[src/design/esfr_pkg.sv]
`default_nettype none
package esfr_pkg;

  // Frame buffer limit; a count that reaches it drops the frame.
  localparam int unsigned BUFFER_BYTES = 4096;
  localparam int unsigned COUNT_W      = $clog2(BUFFER_BYTES);

  localparam logic [7:0] START_BYTE  = 8'h5A;
  localparam logic [7:0] ESCAPE_BYTE = 8'hEF;
  localparam logic [7:0] ANY_TYPE    = 8'h00;

  localparam int unsigned MIN_FRAME = 4;

  typedef struct packed {
    logic [7:0]  data_byte;
    logic [11:0] position;
    logic        frame_done;
    logic [12:0] frame_length;
    logic        overflow;
  } result_t;

endpackage
`default_nettype wire

[src/design/esfr_cfg_if.sv]
`default_nettype none
interface esfr_cfg_if;
  logic       valid;
  logic       ready;
  logic [7:0] accept_type;

  modport source (output valid, output accept_type, input ready);
  modport sink (input valid, input accept_type, output ready);
endinterface
`default_nettype wire

[src/design/esfr_rx_if.sv]
`default_nettype none
interface esfr_rx_if;
  logic       valid;
  logic       ready;
  logic [7:0] rx_byte;

  modport source (output valid, output rx_byte, input ready);
  modport sink (input valid, input rx_byte, output ready);
endinterface
`default_nettype wire

[src/design/esfr_res_if.sv]
`default_nettype none
interface esfr_res_if;
  logic        valid;
  logic        ready;
  logic [7:0]  data_byte;
  logic [11:0] position;
  logic        frame_done;
  logic [12:0] frame_length;
  logic        overflow;

  modport source (output valid, output data_byte, output position, output frame_done,
                  output frame_length, output overflow, input ready);
  modport sink (input valid, input data_byte, input position, input frame_done,
                input frame_length, input overflow, output ready);
endinterface
`default_nettype wire

[src/design/esfr_step.sv]
`default_nettype none
module esfr_step (
  input  wire logic              clk_i,
  input  wire logic              rst_ni,
  esfr_rx_if.sink                rx,
  input  wire logic [7:0]        accept_type_i,
  input  wire logic              res_ready_i,
  output logic                   res_valid_o,
  output esfr_pkg::result_t      res_o
);

  logic                          in_valid_q;
  logic [7:0]                    byte_q;
  logic [esfr_pkg::COUNT_W-1:0]  count_q, count_d;
  logic                          esc_q, esc_d;
  logic [7:0]                    len_lo_q, len_lo_d;
  logic [7:0]                    len_hi_q, len_hi_d;
  logic [7:0]                    type_q, type_d;

  logic                          is_start, is_esc, is_ctrl, adv;
  logic [7:0]                    data_byte;
  logic [esfr_pkg::COUNT_W:0]    next_cnt;
  logic [15:0]                   want;
  logic                          ovf, done, type_ok;

  assign is_start = (byte_q == esfr_pkg::START_BYTE);
  assign is_esc   = (byte_q == esfr_pkg::ESCAPE_BYTE);
  assign is_ctrl  = is_start || is_esc;

  // Control bytes give no result, so they never wait for the output side.
  assign adv      = in_valid_q && (is_ctrl || res_ready_i);
  assign rx.ready = !in_valid_q || adv;

  assign data_byte = esc_q ? (byte_q + 8'd1) : byte_q;
  assign next_cnt  = {1'b0, count_q} + {{esfr_pkg::COUNT_W{1'b0}}, 1'b1};
  assign want      = {len_hi_q, len_lo_q};
  assign type_ok   = (accept_type_i == esfr_pkg::ANY_TYPE) || (accept_type_i == type_q);
  assign ovf       = (32'(next_cnt) >= 32'(esfr_pkg::BUFFER_BYTES));
  // Completion needs at least the header and one more byte, so the stored
  // header fields are always settled by the time they are compared.
  assign done      = !ovf && (32'(next_cnt) >= 32'(esfr_pkg::MIN_FRAME)) &&
                     (32'(next_cnt) == 32'(want)) && type_ok;

  always_comb begin
    count_d  = count_q;
    esc_d    = esc_q;
    len_lo_d = len_lo_q;
    len_hi_d = len_hi_q;
    type_d   = type_q;
    if (is_start) begin
      count_d = '0;
      esc_d   = 1'b0;
    end else if (is_esc) begin
      esc_d = 1'b1;
    end else begin
      esc_d = 1'b0;
      if (count_q == esfr_pkg::COUNT_W'(0)) len_lo_d = data_byte;
      if (count_q == esfr_pkg::COUNT_W'(1)) len_hi_d = data_byte;
      if (count_q == esfr_pkg::COUNT_W'(2)) type_d = data_byte;
      count_d = (ovf || done) ? '0 : next_cnt[esfr_pkg::COUNT_W-1:0];
    end
  end

  always_ff @(posedge clk_i or negedge rst_ni) begin
    if (!rst_ni) begin
      in_valid_q <= 1'b0;
      count_q    <= '0;
      esc_q      <= 1'b0;
      len_lo_q   <= '0;
      len_hi_q   <= '0;
      type_q     <= '0;
    end else begin
      if (rx.ready) in_valid_q <= rx.valid;
      if (adv) begin
        count_q  <= count_d;
        esc_q    <= esc_d;
        len_lo_q <= len_lo_d;
        len_hi_q <= len_hi_d;
        type_q   <= type_d;
      end
    end
  end

  always_ff @(posedge clk_i) begin
    if (rx.ready && rx.valid) byte_q <= rx.rx_byte;
  end

  assign res_valid_o        = in_valid_q && !is_ctrl;
  assign res_o.data_byte    = data_byte;
  assign res_o.position     = 12'(count_q);
  assign res_o.frame_done   = done;
  assign res_o.frame_length = done ? 13'(next_cnt) : 13'd0;
  assign res_o.overflow     = ovf;

endmodule
`default_nettype wire

[src/design/esfr_out_reg.sv]
`default_nettype none
module esfr_out_reg (
  input  wire logic              clk_i,
  input  wire logic              rst_ni,
  input  wire logic              ld_valid_i,
  input  wire esfr_pkg::result_t ld_i,
  output logic                   ld_ready_o,
  esfr_res_if.source             res
);

  logic              valid_q;
  esfr_pkg::result_t data_q;

  // The register refills in the same cycle its beat is taken.
  assign ld_ready_o = !valid_q || res.ready;

  always_ff @(posedge clk_i or negedge rst_ni) begin
    if (!rst_ni) begin
      valid_q <= 1'b0;
    end else if (ld_ready_o) begin
      valid_q <= ld_valid_i;
    end
  end

  always_ff @(posedge clk_i) begin
    if (ld_ready_o && ld_valid_i) data_q <= ld_i;
  end

  assign res.valid        = valid_q;
  assign res.data_byte    = data_q.data_byte;
  assign res.position     = data_q.position;
  assign res.frame_done   = data_q.frame_done;
  assign res.frame_length = data_q.frame_length;
  assign res.overflow     = data_q.overflow;

endmodule
`default_nettype wire

[src/design/escaped_serial_frame_receiver_unit.sv]
`default_nettype none
// Channel  Dir  Payload                                              Handshake
// cfg_i    in   accept_type[7:0]                                     valid/ready
// rx_i     in   rx_byte[7:0]                                         valid/ready
// res_o    out  data_byte, position, frame_done, frame_length, overflow  valid/ready
//
// One byte per cycle while the output register can take results: a byte is registered at
// the edge that accepts it, decoded against the frame state from that register, and its
// result is loaded into the output register, from which the result beat is offered.
// Start and escape bytes update the state and produce no result beat.
// Reset clears the frame count, escape flag, header bytes and the type filter.
// A stalled output holds its beat; new bytes keep flowing while the output
// register can refill in the same cycle, and control bytes never wait on it.
module escaped_serial_frame_receiver_unit (
  input  wire logic  clk_i,
  input  wire logic  rst_ni,
  esfr_cfg_if.sink   cfg_i,
  esfr_rx_if.sink    rx_i,
  esfr_res_if.source res_o
);

  logic [7:0]        accept_type_q;
  logic              step_valid;
  logic              out_ready;
  esfr_pkg::result_t step_res;

  assign cfg_i.ready = 1'b1;

  always_ff @(posedge clk_i or negedge rst_ni) begin
    if (!rst_ni) begin
      accept_type_q <= esfr_pkg::ANY_TYPE;
    end else if (cfg_i.valid) begin
      accept_type_q <= cfg_i.accept_type;
    end
  end

  esfr_step u_step (
    .clk_i         (clk_i),
    .rst_ni        (rst_ni),
    .rx            (rx_i),
    .accept_type_i (accept_type_q),
    .res_ready_i   (out_ready),
    .res_valid_o   (step_valid),
    .res_o         (step_res)
  );

  esfr_out_reg u_out_reg (
    .clk_i      (clk_i),
    .rst_ni     (rst_ni),
    .ld_valid_i (step_valid),
    .ld_i       (step_res),
    .ld_ready_o (out_ready),
    .res        (res_o)
  );

endmodule
`default_nettype wire

[src/flat_wrapper.sv]
// flat-port wrapper written by rule: the top's interface ports become plain ports
module escaped_serial_frame_receiver_unit_flat 
  (clk_i, rst_ni, cfg_i_valid, cfg_i_accept_type, cfg_i_ready, rx_i_valid, rx_i_rx_byte, rx_i_ready, res_o_valid, res_o_data_byte, res_o_position, res_o_frame_done, res_o_frame_length, res_o_overflow, res_o_ready);
  esfr_cfg_if cfg_i_i ();
  esfr_rx_if rx_i_i ();
  esfr_res_if res_o_i ();
  input  wire logic clk_i;
  input  wire logic rst_ni;
  input wire logic [$bits(cfg_i_i.valid)-1:0] cfg_i_valid;
  input wire logic [$bits(cfg_i_i.accept_type)-1:0] cfg_i_accept_type;
  output wire logic [$bits(cfg_i_i.ready)-1:0] cfg_i_ready;
  input wire logic [$bits(rx_i_i.valid)-1:0] rx_i_valid;
  input wire logic [$bits(rx_i_i.rx_byte)-1:0] rx_i_rx_byte;
  output wire logic [$bits(rx_i_i.ready)-1:0] rx_i_ready;
  output wire logic [$bits(res_o_i.valid)-1:0] res_o_valid;
  output wire logic [$bits(res_o_i.data_byte)-1:0] res_o_data_byte;
  output wire logic [$bits(res_o_i.position)-1:0] res_o_position;
  output wire logic [$bits(res_o_i.frame_done)-1:0] res_o_frame_done;
  output wire logic [$bits(res_o_i.frame_length)-1:0] res_o_frame_length;
  output wire logic [$bits(res_o_i.overflow)-1:0] res_o_overflow;
  input wire logic [$bits(res_o_i.ready)-1:0] res_o_ready;
  assign cfg_i_i.valid = cfg_i_valid;
  assign cfg_i_i.accept_type = cfg_i_accept_type;
  assign cfg_i_ready = cfg_i_i.ready;
  assign rx_i_i.valid = rx_i_valid;
  assign rx_i_i.rx_byte = rx_i_rx_byte;
  assign rx_i_ready = rx_i_i.ready;
  assign res_o_valid = res_o_i.valid;
  assign res_o_data_byte = res_o_i.data_byte;
  assign res_o_position = res_o_i.position;
  assign res_o_frame_done = res_o_i.frame_done;
  assign res_o_frame_length = res_o_i.frame_length;
  assign res_o_overflow = res_o_i.overflow;
  assign res_o_i.ready = res_o_ready;
  escaped_serial_frame_receiver_unit u_core (.clk_i(clk_i), .rst_ni(rst_ni), .cfg_i(cfg_i_i), .rx_i(rx_i_i), .res_o(res_o_i));
endmodule
[config.mk]
export PLATFORM = sky130hd
export DESIGN_NAME = escaped_serial_frame_receiver_unit_flat
export DESIGN_NICKNAME = d
export VERILOG_FILES = /design/src/design/esfr_pkg.sv /design/src/design/esfr_cfg_if.sv /design/src/design/esfr_rx_if.sv /design/src/design/esfr_res_if.sv /design/src/design/esfr_step.sv /design/src/design/esfr_out_reg.sv /design/src/design/escaped_serial_frame_receiver_unit.sv /design/src/flat_wrapper.sv
export SDC_FILE = /design/constraint.sdc
export NUM_CORES = 1
export LEC_CHECK = 0
export ABC_CLOCK_PERIOD_IN_PS = 3900
export BUFFER_PORTS_ARGS = -buffer_cell sky130_fd_sc_hd__clkbuf_2
export CAP_MARGIN = 40
export CORE_AREA = 2 2 95 97
export DETAILED_ROUTE_END_ITERATION = 7
export DIE_AREA = 0 0 97 99
export PLACE_DENSITY = 0.82
export SYNTH_ARGS = -nofsm -noshare
export SYNTH_HDL_FRONTEND = slang
export SYNTH_SLANG_ARGS = --single-unit
[constraint.sdc]
create_clock -name clk_i -period 3.9 [get_ports clk_i]
set_input_delay 0.39 -clock clk_i [delete_from_list [all_inputs] [get_ports clk_i]]
set_output_delay 0.39 -clock clk_i [all_outputs]
set_load 0.01 [all_outputs]
Word level (Yosys, flattened, before mapping)

Index checks and enable logic that the tools add are counted.

Order comparisons: 2
Bitwise logic cells: 2
Equality and inequality tests: 7
Add/sub/neg operators: 2
Muxes and demuxes: 6
Reduce and logical (&&, ||, !) cells: 23

Operators by type and width:

| cell                                                 | number |
|---|---|
| 2-to-1 mux 12 bit                                    | 3 |
| == test 13 x 16 -> 1 bit                             | 1 |
| adder 12 x 1 -> 13 bit, second input constant        | 1 |
| >= comparator 13 bit, second input constant          | 1 |
| >= comparator 13 x 3 -> 1 bit, second input constant | 1 |
| == test 12 x 1 -> 1 bit, second input constant       | 1 |
| == test 12 x 2 -> 1 bit, second input constant       | 1 |
| zero test 12 bit                                     | 1 |
| AND reduction 4 bit                                  | 3 |
| adder 8 x 1 -> 8 bit, second input constant          | 1 |
| == test 8 x 7 -> 1 bit, second input constant        | 1 |
| == test 8 bit                                        | 1 |
| == test 8 bit, second input constant                 | 1 |
| zero test 8 bit                                      | 1 |
| 2-to-1 mux 8 bit                                     | 1 |
| logical AND 1 bit                                    | 7 |
| logical OR 1 bit                                     | 6 |
| zero test 1 bit                                      | 4 |
| 2-to-1 mux 1 bit                                     | 2 |
| inequality test 2 bit, second input constant         | 1 |
| inverter 1 bit                                       | 2 |
| AND reduction 2 bit                                  | 1 |

Input port bits: 21
Output and inout port bits: 38
Register bits after elaboration: 90
Word-level logic and storage cells: 56

Depth between registers and ports, before layout

Depth after elaboration: 10
Gate-level depth with buffers: 12
Gate-level depth less buffers: 10

By module

Synthesis repeated with hierarchy kept, for this count alone.

Cell total of the unflattened synthesis: 408
Area, all modules: 4778.3 µm²

Modules (own cells, without submodules):

| module                             | times used | sequential area each (µm²) | area an instance (µm²) | cells an instance |
|---|---|---|---|---|
| esfr_step                          | 1          | 1191.1                     | 3330.7                 | 350 |
| esfr_out_reg                       | 1          | 1076.0                     | 1104.8                 | 39 |
| escaped_serial_frame_receiver_unit | 1          | 200.2                      | 342.8                  | 19 |

Worst setup path before layout

No wires, ideal clock.

Path kind: reg-to-reg
Start: reg u_core.u_step.byte_q[0]
End: reg u_core.u_step.len_hi_q[0]
Arrival: 3.572 ns
Clock period less this slack: 3.697 ns
Path slack: 0.203 ns
Stages on the path, launching flop included: 10
Setup time: 0.125 ns
Buffers on the path: 1
Cell sequence: edfxtp_1 > ha_1 > nand2_1 > or4_1 > nand3_1 > nor2b_1 > and3_1 > clkbuf_1 > nand2_2 > mux2_2

Longest elaborated chain between the ends: 5
Elaborated cells on any way between the ends: 10
Those cells by class: add/sub (1); eq/ne (2); mux (1); bitwise (2); reduce/logical (4)

Ends and longest elaborated chain:

| what                                                                         | RTL line        | text |
|---|---|---|
| start, declared                                                              | esfr_step.sv:13 | `logic [7:0] byte_q;` |
| start signal, assigned                                                       | esfr_step.sv:85 | `if (rx.ready && rx.valid) byte_q <= rx.rx_byte;` |
| parallel branches: the longest is 5 deep, another holds adder 8 x 1 -> 8 bit | --              |  |
| end signal, assigned                                                         | esfr_step.sv:78 | `len_hi_q <= len_hi_d;` |
| end, declared                                                                | esfr_step.sv:17 | `logic [7:0] len_hi_q, len_hi_d;` |

Parallel ways; which one is timed is not known.
A chain may end at the register's enable or synchronous reset.

Worst setup path after layout

Start: reg u_core.u_step.count_q[0] (netlist name)
End: reg u_core.u_step.count_q[11] (netlist name)

Longest elaborated chain between the ends: 10
Elaborated cells on any way between the ends: 12
Those cells by class: add/sub (1); order compare (2); eq/ne (1); mux (3); reduce/logical (5)

Ends and longest elaborated chain:

| what                           | RTL line        | text |
|---|---|---|
| start, declared                | esfr_step.sv:14 | `logic [esfr_pkg::COUNT_W-1:0] count_q, count_d;` |
| start signal, assigned         | esfr_step.sv:75 | `count_q <= count_d;` |
| adder 12 x 1 -> 13 bit (*)     | esfr_step.sv:35 | `assign next_cnt = {1'b0, count_q} + {{esfr_pkg::COUNT_W{1'b0}}, 1'b1};` |
| >= comparator 13 bit           | esfr_step.sv:38 | `assign ovf = (32'(next_cnt) >= 32'(esfr_pkg::BUFFER_BYTES));` |
| zero test 1 bit                | esfr_step.sv:41 | `assign done = !ovf && (32'(next_cnt) >= 32'(esfr_pkg::MIN_FRAME)) &&` |
| logical AND 1 bit (2 in a row) | esfr_step.sv:41 |  |
| logical AND 1 bit              | esfr_step.sv:42 | `(32'(next_cnt) == 32'(want)) && type_ok;` |
| logical OR 1 bit               | esfr_step.sv:60 | `count_d = (ovf \|\| done) ? '0 : next_cnt[esfr_pkg::COUNT_W-1:0];` |
| 2-to-1 mux 12 bit (*)          | esfr_step.sv:60 |  |
| 2-to-1 mux 12 bit (*)          | esfr_step.sv:53 | `end else if (is_esc) begin` |
| 2-to-1 mux 12 bit (*)          | esfr_step.sv:50 | `if (is_start) begin` |

Every way passes the cells marked *; elsewhere a longest branch is shown, timed or not. The select of a mux whose other input is x is not followed.

==> qor.csv <==
stage,metric,value,unit
critical_path,Buf/Inv on CP,0,
pwr,Clock power frac,0.263,
critical_path,crit path DAT,3270,ps
critical_path,flop2flop setup slack,870,ps
pwr,Int Pwr,1880,µW
clock_network,clock root cell,clkbuf_8,
placed_design,Final HPWL DP,6030,µm
pwr,sequential power share,0.511,
critical_path,Startpoint Class,flip-flop,
min_path,min-delay worst type,input pin to asynchronous set/reset pin,
routing,DRC violations left,0,
placed_design,I/O Buffers,57,
critical_path,CP dominant cell by count,o22ai_1,
sta,worst-margin pin slew,602,ps
sta,"Setup violations, final",0,
global_route,GRT Overall Usage,0.186,
routing,post-DR wirelength/cell,16.3,µm
routing,Routed Antenna Nets,0,
clock_network,# clock sinks,90,
die,row count,34,
pwr,total chip power,2670,µW
die,Initial Utilization,0.508,
sta,post-route setup TNS,0,ps
finish,FILL cells,704,
die,IO Count,59,
global_route,initial antenna violation count,0,
critical_path,"CP delay by family, top",simple AND/OR/NAND/NOR gates,
routing,vias per cell,5.68,
placed_design,Setup Slack @ Placement,953,ps
die,Die Y,99,µm
finish,Area Overhead vs Synth,12.7,%
die,Die W,97,µm
clock_network,Clock Path Buffers,2,
critical_path,slowest cell on the critical path,dfrtp_1,
yosys,"Seq/Total Area, Yosys",0.568,
yosys,Mapped Cells,349,
yosys,syn nets,376,
yosys,ys async rst share,0.522,
clock_network,worst-skew pair later-pin latency,360,ps
critical_path,reg2reg path depth,9,
yosys,post-synthesis register bit count,90,
sta,Final min period,3030,ps
die,total core area,8550,µm²
global_route,vias in the first global route,2906,
sta,RSZ-0062 raised after global routing,no,
sta,Clock Skew,10.1,ps
finish,combined area of the multi-input logic cells,1700,µm²
clock_network,CTS resizes,0,
yosys,"EDFF count, synth",43,
routing,TritonRoute pass-1 iters,5,
pwr,P per Cell Area,546,nW/µm²
finish,Largest register FFs,13,
finish,Final #Nets,429,
sta,Final Cycle Share,0.777,
global_route,grt total ovfl,0,
clock_network,Post-CTS Hold Buffers,0,
clock_network,H-tree depth,3,
critical_path,worst-path fanout max,26,
job,Max-Cap Viols,0,
placed_design,GPL Wtd Cong,0.963,
clock_network,"CTS clk-pin slew, worst paths",90,ps
pwr,Comb pwr share,0.226,
finish,FF/Latch Area,2470,µm²
critical_path,Worst setup EP type,flip-flop,
finish,design area,4890,µm²
critical_path,critical path type,flip-flop to flip-flop,
routing,DR iter-0 viols,219,
critical_path,CP Cell Sequence,ha_1 -> and4_1 -> nand4_2 -> xor2_1 -> o22ai_1 -> nor3_2 -> nand3_4 -> nand2_1 -> o22ai_1,
outcome,status,"finished, final reports clean",
critical_path,max incr delay on CP,580,ps
sta,Slew HR,0.598,
sta,Final Worst Setup Slack,871,ps
yosys,Synth Area per Inst,12.4,µm²
die,Die Area,9600,µm²
pwr,Switching Fraction,0.297,
clock_network,post-CTS setup buffers,0,
global_route,pin count of the biggest net entering global routing,48,
critical_path,WP data required,4140,ps
finish,n_diodes,0,
sta,Slew Limit Fails,0,
routing,final wirelength,8390,µm
sta,final number of hold-violating endpoints,0,
yosys,"Warnings, synthesis",0,
pwr,P_leak,0.00205,µW
finish,share of cells above drive strength 1,0.305,
placed_design,placed cells,499,
yosys,dominant cells by area after synthesis,"edfxtp_1, dfrtp_1, mux2_2",
yosys,largest area contributor in the netlist,edfxtp_1,
yosys,Netlist Area Pre-Place,4340,µm²
routing,vias post-DR,2924,
sta,Fmax,330,MHz
clock_network,CTS Buf Count,9,
pwr,switching power,793,µW
yosys,area share of the largest cell type after synthesis,0.297,
pwr,Max VDD drop,319,µV
finish,final non-filler cell total,515,
placed_design,Post-DP Area,4670,µm²
critical_path,RR Endpoint,u_core.u_step.count_q[11],
global_route,first-pass GRT wire length,14000,µm
critical_path,critical path depth in cells,9,
clock_network,CTS tree,yes,
yosys,Most used DFF post-synth,dfrtp_1,
critical_path,reg2reg start,u_core.u_step.count_q[0],
yosys,Cell variety after synth,56,
layer usage:
metal / track usage / share of wire
met5: 0 / 0
met4: 0.0943 / 0.027
met3: 0.0390 / 0.070
met2: 0.311 / 0.50
met1: 0.231 / 0.40
through the flow:
stage                     hold WS, ps  utilization
final                             100        0.572
after global placement            489        0.546
after global routing              165        0.572
after detailed placement          503        0.546
after CTS                         140        0.572
after floorplan                  94.4            -
placed cells by master (no fill, tap or decap), drive strengths merged, types with 2 or more instances in the layout:
cell    Yosys  final
o21ai      10     10
nand3      13     13
a32oi       2      2
nand4       8      8
nand2b      8      8
mux2       32     32
nor3        4      4
nand2      24     24
o2111a      2      2
edfxtp     43     43
or4         2      2
a21oi       7      7
and3        3      3
nor4        6      6
xor2       18     18
dfrtp      47     47
ha          6      6
nor2b       5      5
o22ai       4      4
xnor3       2      2
clkbuf      6     66
conb        2      2
mux2i       5      5
buf        12      3
and2        4      4
and4        2      2
bufinv      0      2
nor2       19     19
inv        16     21
a31oi       9      9
xnor2      13     13
or2         2      2
how the worst max path moves through the flow:
stage	start	end	slack [ps]
floorplan	u_core.u_step.byte_q[0]	u_core.u_step.len_hi_q[0]	200
global placement	u_core.u_step.count_q[0]	u_core.u_step.count_q[11]	1120
global route	u_core.u_step.count_q[0]	u_core.u_step.count_q[0]	610
detailed placement	u_core.u_step.count_q[0]	u_core.u_step.count_q[11]	950
CTS	u_core.u_step.count_q[0]	u_core.u_step.count_q[0]	920
finish	u_core.u_step.count_q[0]	u_core.u_step.count_q[11]	870
cells by family (layout without fill, tap and decap cells):
logic type / Yosys count / count (layout) / share of synthesized area
muxes: 37 / 37 / 0.0946
buffers and inverters: 34 / 92 / 0.0412
adders and majority gates: 6 / 6 / 0.0173
DFF: 90 / 90 / 0.568
other: 2 / 2 / 0.00173
xor gates and xnor gates: 33 / 33 / 0.0729
AOI/OAI and AO/OA: 44 / 44 / 0.0692
and+or+nand+nor: 103 / 103 / 0.135
power by group through the flow:
stage	clock (µW)	combinational, µW	sequential, µW
final	704	603	1360
after global routing	752	670	1390
after CTS	715	610	1360
after detailed placement	0	607	1380
after global placement	0	579	1370
after floorplan	0	486	1340
Yosys cell counts (2+ instances only):
cell	number
mux2i_1	5
nor2b_1	5
nand3_1	12
nand2b_1	8
xor2_1	18
a21oi_1	7
or2_2	2
mux2_2	32
nor3_1	2
and4_1	2
o22ai_1	4
nor4_1	6
nand4_2	2
nand2_1	21
ha_1	6
and2_1	3
conb_1	2
buf_6	5
buf_2	5
a31oi_1	9
edfxtp_1	43
dfrtp_1	47
nand2_2	3
clkbuf_1	6
nand4_1	6
inv_1	16
xnor3_1	2
o21ai_0	8
nor2_1	18
a32oi_1	2
buf_4	2
and3_1	3
xnor2_1	13
or4_1	2
worst register-to-register path, stage by stage, from the launching register on:
cell	delay, ps
dfrtp_1	580
ha_1	370
and4_1	360
nand4_2	230
xor2_1	220
o22ai_1	110
nor3_2	270
nand3_4	310
nand2_1	330
o22ai_1	140
cell type report:
| type | count | area share |
|---|---|---|
| timing repair buffer | 60 | 0.0629 |
| multi-input combinational | 225 | 0.348 |
| tap | 108 | 0.0276 |
| clock inverter | 7 | 0.0197 |
| sequential | 90 | 0.504 |
| clock buffer | 9 | 0.0253 |
| inverter | 16 | 0.0123 |
Power figures use the tool's default switching activity.
